## config.mk

```make
export PLATFORM = sky130hd
export DESIGN_NAME = modem_keepalive_sequencer
export DESIGN_NICKNAME = d
export VERILOG_FILES = /design/src/rtl/mks_pkg.sv /design/src/rtl/modem_keepalive_sequencer.sv
export SDC_FILE = /design/constraint.sdc
export NUM_CORES = 1
export LEC_CHECK = 0
export BUFFER_PORTS_ARGS = -buffer_cell sky130_fd_sc_hd__buf_4
export CAP_MARGIN = 15
export CORE_AREA = 2 2 103 105
export CTS_CLUSTER_DIAMETER = 30
export DETAILED_ROUTE_END_ITERATION = 7
export DIE_AREA = 0 0 105 107
export GPL_ROUTABILITY_DRIVEN = 0
export HOLD_SLACK_MARGIN = 0.02
export PLACE_DENSITY_LB_ADDON = 0.12
export RECOVER_POWER = 100
export SLEW_MARGIN = 20
export SYNTH_ARGS = -nofsm -noshare
export SYNTH_HDL_FRONTEND = slang
export SYNTH_SLANG_ARGS = --single-unit
```

## constraint.sdc

```tcl
create_clock -name i_clk -period 4.94 [get_ports i_clk]
set_input_delay 0.247 -clock i_clk [delete_from_list [all_inputs] [get_ports i_clk]]
set_output_delay 0.247 -clock i_clk [all_outputs]
set_load 0.01 [all_outputs]
```

## src/rtl/mks_pkg.sv

```systemverilog
package mks_pkg;

    // sequencer geometry and timing
    localparam int STEP_COUNT  = 6;
    localparam int TABLE_ROWS  = 8;
    localparam int STEP_W      = 3;
    localparam int CNT_W       = 14;
    localparam int TMO_W       = 13;
    localparam int RETRY_W     = 3;
    localparam int AT_W        = 3;

    localparam logic [CNT_W-1:0] TICK_MS         = CNT_W'(100);
    localparam logic [CNT_W-1:0] REPLY_MARGIN_MS = CNT_W'(100);
    localparam logic [CNT_W-1:0] MIN_WAIT_MS     = CNT_W'(10);

    // steps with special handling
    localparam logic [STEP_W-1:0] DISABLE_STEP = STEP_W'(0);
    localparam logic [STEP_W-1:0] ENABLE_STEP  = STEP_W'(1);
    localparam logic [STEP_W-1:0] SIM_STEP     = STEP_W'(4);

    // input word kinds
    localparam logic CMD_TICK  = 1'b0;
    localparam logic CMD_REPLY = 1'b1;

    typedef enum logic [1:0] {
        ACT_NONE    = 2'd0,
        ACT_DISABLE = 2'd1,
        ACT_ENABLE  = 2'd2,
        ACT_SEND_AT = 2'd3
    } t_action;

    typedef enum logic [AT_W-1:0] {
        AT_NONE   = 3'd0,
        AT_PLAIN  = 3'd1,
        AT_ECHO   = 3'd2,
        AT_SIMPIN = 3'd3,
        AT_CSQ    = 3'd4
    } t_at_cmd;

    typedef struct packed {
        t_at_cmd             at;
        logic                kind;
        logic                arg;
        logic [RETRY_W-1:0]  retries;
        logic [CNT_W-1:0]    reply_limit;
        logic [CNT_W-1:0]    wait_ms;
        logic [STEP_W-1:0]   next_ok;
        logic [STEP_W-1:0]   next_fail;
    } t_row;

    typedef struct packed {
        t_action             action;
        t_at_cmd             at_command;
        logic                access_kind;
        logic                command_argument;
        logic [TMO_W-1:0]    reply_timeout_ms;
        logic [STEP_W-1:0]   current_step;
    } t_result;

    // step table, rows past the last step are empty
    function automatic t_row row_of(input logic [STEP_W-1:0] s);
        t_row r;
        case (s)
            3'd0:    r = '{AT_NONE,   1'b0, 1'b0, 3'd1, 14'd0,    14'd100,  3'd1, 3'd0};
            3'd1:    r = '{AT_NONE,   1'b0, 1'b0, 3'd1, 14'd5000, 14'd5000, 3'd2, 3'd0};
            3'd2:    r = '{AT_PLAIN,  1'b0, 1'b0, 3'd1, 14'd1100, 14'd100,  3'd3, 3'd0};
            3'd3:    r = '{AT_ECHO,   1'b1, 1'b1, 3'd1, 14'd1100, 14'd100,  3'd4, 3'd1};
            3'd4:    r = '{AT_SIMPIN, 1'b0, 1'b0, 3'd3, 14'd2000, 14'd100,  3'd5, 3'd0};
            3'd5:    r = '{AT_CSQ,    1'b0, 1'b0, 3'd1, 14'd1100, 14'd5000, 3'd4, 3'd4};
            default: r = '{AT_NONE,   1'b0, 1'b0, 3'd0, 14'd0,    14'd0,    3'd0, 3'd0};
        endcase
        return r;
    endfunction

    // out-of-range steps fall back to the first step
    function automatic logic [STEP_W-1:0] legal_step(input logic [STEP_W-1:0] s);
        return ((32'(s) >= STEP_COUNT) || (32'(s) >= TABLE_ROWS)) ? '0 : s;
    endfunction

    function automatic logic [CNT_W-1:0] sub_sat(input logic [CNT_W-1:0] a,
                                                 input logic [CNT_W-1:0] b);
        return (a > b) ? (a - b) : '0;
    endfunction

    function automatic logic [CNT_W-1:0] wait_of(input logic [STEP_W-1:0] s);
        t_row r;
        r = row_of(s);
        return (r.wait_ms == '0) ? MIN_WAIT_MS : r.wait_ms;
    endfunction

endpackage

```

## src/rtl/modem_keepalive_sequencer.sv

```systemverilog
// Table-driven modem bring-up and keepalive sequencer. Each input word is either
// a tick (i_in_cmd = 0, one 100 ms period) or a reply event (i_in_cmd = 1, with
// i_in_reply_matched telling whether the reply was the one the current step
// expects). Every accepted word yields exactly one result word, in order: the
// action to take (none, disable module, enable module, send AT command), the
// command fields for an AT command, and the step index afterwards. Each accepted
// word's result goes to the result register, or to the skid entry while the
// output is stalled, and a new word is accepted every cycle while o_in_stall is
// low; the step, countdown and retry registers update together on acceptance.
// A two-entry output stage (result register plus skid) takes one word past a stall.
// Ticks are ignored while i_cfg_wr_data last written was 0 (reset value);
// reply events are recorded regardless.
module modem_keepalive_sequencer
    import mks_pkg::*;
(
    input  logic                 i_clk,
    input  logic                 i_rst_n,
    // configuration
    input  logic                 i_cfg_wr_en,
    input  logic                 i_cfg_wr_data,
    // input words
    input  logic                 i_in_valid,
    output logic                 o_in_stall,
    input  logic                 i_in_cmd,
    input  logic                 i_in_reply_matched,
    // result words
    output logic                 o_out_valid,
    input  logic                 i_out_stall,
    output logic [1:0]           o_out_action,
    output logic [AT_W-1:0]      o_out_at_command,
    output logic                 o_out_access_kind,
    output logic                 o_out_command_argument,
    output logic [TMO_W-1:0]     o_out_reply_timeout_ms,
    output logic [STEP_W-1:0]    o_out_current_step
);

    // sequencer state
    logic                    r_run_en;
    logic [STEP_W-1:0]       r_step,      n_step;
    logic [CNT_W-1:0]        r_reply_cd,  n_reply_cd;
    logic [CNT_W-1:0]        r_wait_cd,   n_wait_cd;
    logic [RETRY_W-1:0]      r_retries,   n_retries;
    logic                    r_reply_seen, n_reply_seen;
    logic [TABLE_ROWS-1:0]   r_succ,      n_succ;

    // output stage
    t_result                 r_out, r_skid, res;
    logic                    r_out_valid, r_skid_valid;

    logic                    in_acc, out_take;
    logic                    ld_out_in, ld_out_skid, ld_skid;
    logic [STEP_W-1:0]       s;
    t_row                    row;
    logic                    go;
    logic [CNT_W-1:0]        wait_dec;
    logic                    succ_now;
    logic [RETRY_W-1:0]      ret_now;

    assign in_acc   = i_in_valid && !r_skid_valid;
    assign out_take = r_out_valid && !i_out_stall;

    // next state and result for one word
    always_comb begin
        s            = legal_step(r_step);
        row          = row_of(s);
        go           = 1'b0;
        wait_dec     = sub_sat(r_wait_cd, TICK_MS);
        succ_now     = r_succ[s];
        ret_now      = r_retries;
        n_step       = s;
        n_reply_cd   = r_reply_cd;
        n_wait_cd    = r_wait_cd;
        n_retries    = r_retries;
        n_reply_seen = r_reply_seen;
        n_succ       = r_succ;
        res          = '0;
        res.action   = ACT_NONE;
        res.at_command = AT_NONE;

        if (i_in_cmd == CMD_REPLY) begin
            n_reply_seen = 1'b1;
            if (i_in_reply_matched) begin
                n_succ[s] = 1'b1;
            end
        end else if (r_run_en) begin
            go = 1'b1;
            // reply timeout runs while no reply is in
            if (!r_reply_seen) begin
                if (r_reply_cd != '0) begin
                    n_reply_cd = sub_sat(r_reply_cd, TICK_MS);
                    go = 1'b0;
                end
            end else begin
                n_reply_cd = '0;
            end
            // inter-step wait, reload retries when it runs out
            if (go && (r_wait_cd != '0)) begin
                n_wait_cd = wait_dec;
                if (wait_dec == '0) begin
                    ret_now   = row.retries;
                    n_retries = row.retries;
                    succ_now  = 1'b0;
                    n_succ[s] = 1'b0;
                end else begin
                    go = 1'b0;
                end
            end
            if (go) begin
                if (succ_now) begin
                    n_wait_cd = wait_of(s);
                    n_step    = legal_step(row.next_ok);
                end else if (ret_now == '0) begin
                    n_wait_cd = wait_of(s);
                    if (s == SIM_STEP) begin
                        n_retries = RETRY_W'(1);
                    end
                    n_step = legal_step(row.next_fail);
                end else begin
                    n_retries    = ret_now - RETRY_W'(1);
                    n_reply_seen = 1'b0;
                    n_reply_cd   = row.reply_limit;
                    if (s == DISABLE_STEP) begin
                        n_reply_seen = 1'b1;
                        n_succ[DISABLE_STEP] = 1'b1;
                        res.action = ACT_DISABLE;
                    end else if (s == ENABLE_STEP) begin
                        res.action = ACT_ENABLE;
                    end else begin
                        res.action           = ACT_SEND_AT;
                        res.at_command       = row.at;
                        res.access_kind      = row.kind;
                        res.command_argument = row.arg;
                        res.reply_timeout_ms =
                            TMO_W'(sub_sat(row.reply_limit, REPLY_MARGIN_MS));
                    end
                end
            end
        end
        res.current_step = n_step;
    end

    // state registers
    always_ff @(posedge i_clk) begin
        if (!i_rst_n) begin
            r_run_en     <= 1'b0;
            r_step       <= '0;
            r_reply_cd   <= '0;
            r_wait_cd    <= '0;
            r_retries    <= '0;
            r_reply_seen <= 1'b0;
            r_succ       <= '0;
        end else begin
            if (i_cfg_wr_en) begin
                r_run_en <= i_cfg_wr_data;
            end
            if (in_acc) begin
                r_step       <= n_step;
                r_reply_cd   <= n_reply_cd;
                r_wait_cd    <= n_wait_cd;
                r_retries    <= n_retries;
                r_reply_seen <= n_reply_seen;
                r_succ       <= n_succ;
            end
        end
    end

    // output register and skid entry
    assign ld_out_skid = out_take && r_skid_valid;
    assign ld_out_in   = in_acc && (!r_out_valid || out_take);
    assign ld_skid     = in_acc && r_out_valid && !out_take;

    always_ff @(posedge i_clk) begin
        if (!i_rst_n) begin
            r_out_valid  <= 1'b0;
            r_skid_valid <= 1'b0;
        end else begin
            r_out_valid  <= ld_out_in || ld_out_skid || (r_out_valid && !out_take);
            r_skid_valid <= ld_skid || (r_skid_valid && !ld_out_skid);
        end
    end

    always_ff @(posedge i_clk) begin
        if (ld_out_skid) begin
            r_out <= r_skid;
        end else if (ld_out_in) begin
            r_out <= res;
        end
        if (ld_skid) begin
            r_skid <= res;
        end
    end

    assign o_in_stall             = r_skid_valid;
    assign o_out_valid            = r_out_valid;
    assign o_out_action           = r_out.action;
    assign o_out_at_command       = r_out.at_command;
    assign o_out_access_kind      = r_out.access_kind;
    assign o_out_command_argument = r_out.command_argument;
    assign o_out_reply_timeout_ms = r_out.reply_timeout_ms;
    assign o_out_current_step     = r_out.current_step;

    // skid entry is only ever used behind a full result register
    a_skid_behind_out: assert property (@(posedge i_clk) disable iff (!i_rst_n)
        r_skid_valid |-> r_out_valid)
        else $error("skid entry valid while result register empty");

    // step index stays inside the table
    a_step_legal: assert property (@(posedge i_clk) disable iff (!i_rst_n)
        32'(r_step) < STEP_COUNT)
        else $error("step index out of range");

    // a reply word always marks the reply as seen
    a_reply_recorded: assert property (@(posedge i_clk) disable iff (!i_rst_n)
        (in_acc && (i_in_cmd == CMD_REPLY)) |=> r_reply_seen)
        else $error("reply word not recorded");

    // command fields are zero unless an at command goes out
    a_fields_clear: assert property (@(posedge i_clk) disable iff (!i_rst_n)
        (r_out_valid && (r_out.action != ACT_SEND_AT)) |->
            ((r_out.at_command == AT_NONE) && (r_out.reply_timeout_ms == '0)))
        else $error("command fields set without at command");

    // retry count never exceeds the largest reload
    a_retry_bound: assert property (@(posedge i_clk) disable iff (!i_rst_n)
        r_retries <= RETRY_W'(3))
        else $error("retry count out of range");

endmodule
```

==> impl_results.md <==
- Status: finished, violations left
- Violated checks: capacitance limit, slew limit
- Logic pwr share: 0.242
- Initial antenna violation count: 0
- Max-slew violations: 20
- Drt pass-1 iters: 5
- Fmax: 0.2193 GHz
- Total power: 1708 µW
- Slowest cell on crit path: dfxtp_1
- Drt wl/cell: 17.22 µm
- Internal power: 1116 µW
- Clock root buffer: clkbuf_8
- Post-synth EDFFs: 38
- Yosys top cell area share: 0.2327
- Synthesized flop and latch total: 82
- Number of endpoints failing setup at the final stage: 0
- TritonCTS Buffers: 9
- Primary FF master, synth: dfxtp_1
- Layout cells sized above 1: 0.1000
- Input/output buffers: 30
- Worst-case clock buffer depth: 2
- Buffers and inverters on the worst path: 1
- Synth cell types: 76
- Site Rows: 37
- DRC Markers: 0
- Cell Chain, Critical Path: inv_1, ha_1, xnor2_1, nand4_1, a211oi_1, o2111ai_1, o31ai_4, mux2i_1, ha_1, ha_1, or2_0, o21ai_0, a21oi_1, and2_0
- Post-synth top cells: 60 x nand2_1, 56 x nor2_1, 44 x dfxtp_1
- H-tree levels: 3
- P&R area growth vs syn: 6.583%
- Pwr Density: 326.8 nW/µm²
- CP max stage delay: 540 ps
- RSZ-0062 raised after global routing: false
- Worst EP required: 5200 ps
- LEAKAGE: 0.001807 µW
- DP HPWL: 8273 µm
- Clock Latency Late Sink: 350 ps
- Worst setup SP type: flip-flop
- # nets final: 574
- Die area: 11240 µm²
- Vias in the first global route: 3983
- Largest area contributor in the netlist: edfxtp_1
- Worst slew pin tran: 2580 ps
- Clk slew on worst S/H paths: 100 ps
- Placement-stage cell area: 5159 µm²
- Ports: 33
- Grt ovf: 0
- Psw: 592.0 µW
- Crit path max-delay family: compound AO/OA/AOI/OAI gates
- Postcts setup bufs: 0
- CP arrival: 4820 ps
- Most common cell in the netlist: nand2_1
- Maximum Capacitance Violations: 1
- Number of DRC markers in iteration 0: 214
- Critical Path Fanout Max: 9
- Register area share after synthesis: 0.4124
- Tot GR Track Use: 0.2194
- Width of the die: 105 µm
- Clk network pwr share: 0.312
- # clock sinks: 82
- Ant diodes: 0
- Clock tree from TritonCTS: yes
- TNS Setup: 0 ps
- Worst VDD drop: 0.2262 mV
- Cell area after layout: 5226 µm²
- Multi-input gate area in the final layout: 2594 µm²
- Yosys synthesis warning count: 0
- Sequential Power Share: 0.447
- Via density: 5.882
- Clock Skews: 12.27 ps
- Fin. Hold Viols: 0
- Post-route ant nets: 0
- Sw frac: 0.3467
- Final worst path period share: 0.9232
- CORE AREA: 10090 µm²
- Filler cells: 1024
- Slew HR: -0.7352
- WP depth: 14
- R2r worst-path depth: 14
- CP Capture Type: flip-flop
- HP Class: in2reg
- Area of the mapped netlist: 4903 µm²
- First-pass GRT wire length: 20020 µm
- Syn Area/Cell: 9.064 µm²
- Synthesized instance count: 541
- Critical path type: reg2reg
- Die height: 107 µm
- Reg area: 2022 µm²
- Most frequent CP cell: ha_1
- Routed WL: 11990 µm
- FFs w/ async S/R, synth: 0
- Hold Path Stages: 3
- Post-cts resize count: 0
- Largest net degree at the start of global routing: 27
- Synth area leaders: edfxtp_1 23%, dfxtp_1 18%, nand2_1 4.6%
- Hold-fix buffers, CTS: 0
- Tmin final: 4560 ps
- Vias: 4094
- Initial cell density of the core: 0.4859
## stage by stage
stage               hold slack, ps  cells  setup slack (ps)    util
floorplan                    385.3    544              1200       -
global placement             453.6    680             658.7  0.5112
detailed placement           456.3    680             497.0  0.5112
CTS                          123.5    696             464.4  0.5329
global route                 129.8    696             37.20  0.5179
finish                       128.9    696             379.6  0.5179
## tightest hold or removal path, cell delays in order
cell     delay, ps
buf_4           80
mux2i_1         50
nor2_1          80
## logic make-up after synthesis
kind of cell	count (synthesis)	synth area share
compound gates	148	0.2136
xor+xnor	9	0.01607
fa+ha+maj	11	0.02807
buf+inv	48	0.05001
flops	82	0.4123
mux	15	0.03496
other cells	1	0.0007648
simple gates	227	0.2442
## flip-flops by register name, summed over array words and instances (netlist names), 3 cells and up
| register | flops |
|---|---|
| o_out_at_command | 3 |
| o_out_current_step | 3 |
| o_out_reply_timeout_ms | 10 |
| r_reply_cd | 14 |
| r_retries | 3 |
| r_skid | 19 |
| r_step | 3 |
| r_succ | 6 |
| r_wait_cd | 14 |
## layer usage
metal	wire (µm)	vias to the layer above	global-route usage
li1	-	2015	-
met1	5407	1941	0.2855
met2	5822	124	0.3762
met3	629	14	0.03769
met4	128	0	0.06190
met5	0	-	0
## path summary, 6_finish.rpt
kind	startpoint	end	slack, ps
hold / removal	i_cfg_wr_data	r_run_en	130
setup / recovery	r_wait_cd[2]	r_reply_cd[0]	380
hold reg to reg	r_succ[1]	r_succ[1]	470
setup reg to reg	r_wait_cd[2]	r_reply_cd[0]	380
## area by class of cell
| class | count | share of cell area |
|---|---|---|
| clock inverters | 5 | 0.008619 |
| flip-flops and latches | 82 | 0.3869 |
| repair buffers | 36 | 0.03376 |
| clock buffers | 11 | 0.03328 |
| multi-input cells | 414 | 0.4963 |
| inverters | 12 | 0.008619 |
| well taps | 136 | 0.03256 |
## layout by cell type, fill, tap and decap left out, drive strengths merged, types with 4 or more instances in the layout
| master | count |
|---|---|
| conb | 4 |
| nor2b | 8 |
| nor3 | 26 |
| mux2 | 7 |
| mux2i | 7 |
| nor2 | 58 |
| o211ai | 4 |
| and2 | 9 |
| and3 | 6 |
| xnor2 | 5 |
| o31a | 4 |
| inv | 15 |
| nor4 | 6 |
| or3 | 9 |
| a31oi | 11 |
| nand3 | 19 |
| xor2 | 4 |
| a21o | 6 |
| a211oi | 6 |
| buf | 11 |
| o21ai | 30 |
| nand4 | 7 |
| dfxtp | 44 |
| nor3b | 4 |
| clkbuf | 36 |
| ha | 11 |
| nand2 | 60 |
| a21oi | 40 |
| nand2b | 5 |
| edfxtp | 38 |
| o31ai | 15 |
| o22ai | 4 |
## power groups by stage
stage	registers [µW]	clock network, µW	logic [µW]
final	763	532	413
after global routing	766	565	456
after CTS	762	541	429
after detailed placement	778	0	427
after global placement	777	0	424
after floorplan	775	0	313
Note: power is estimated with default switching activity, not from simulation.
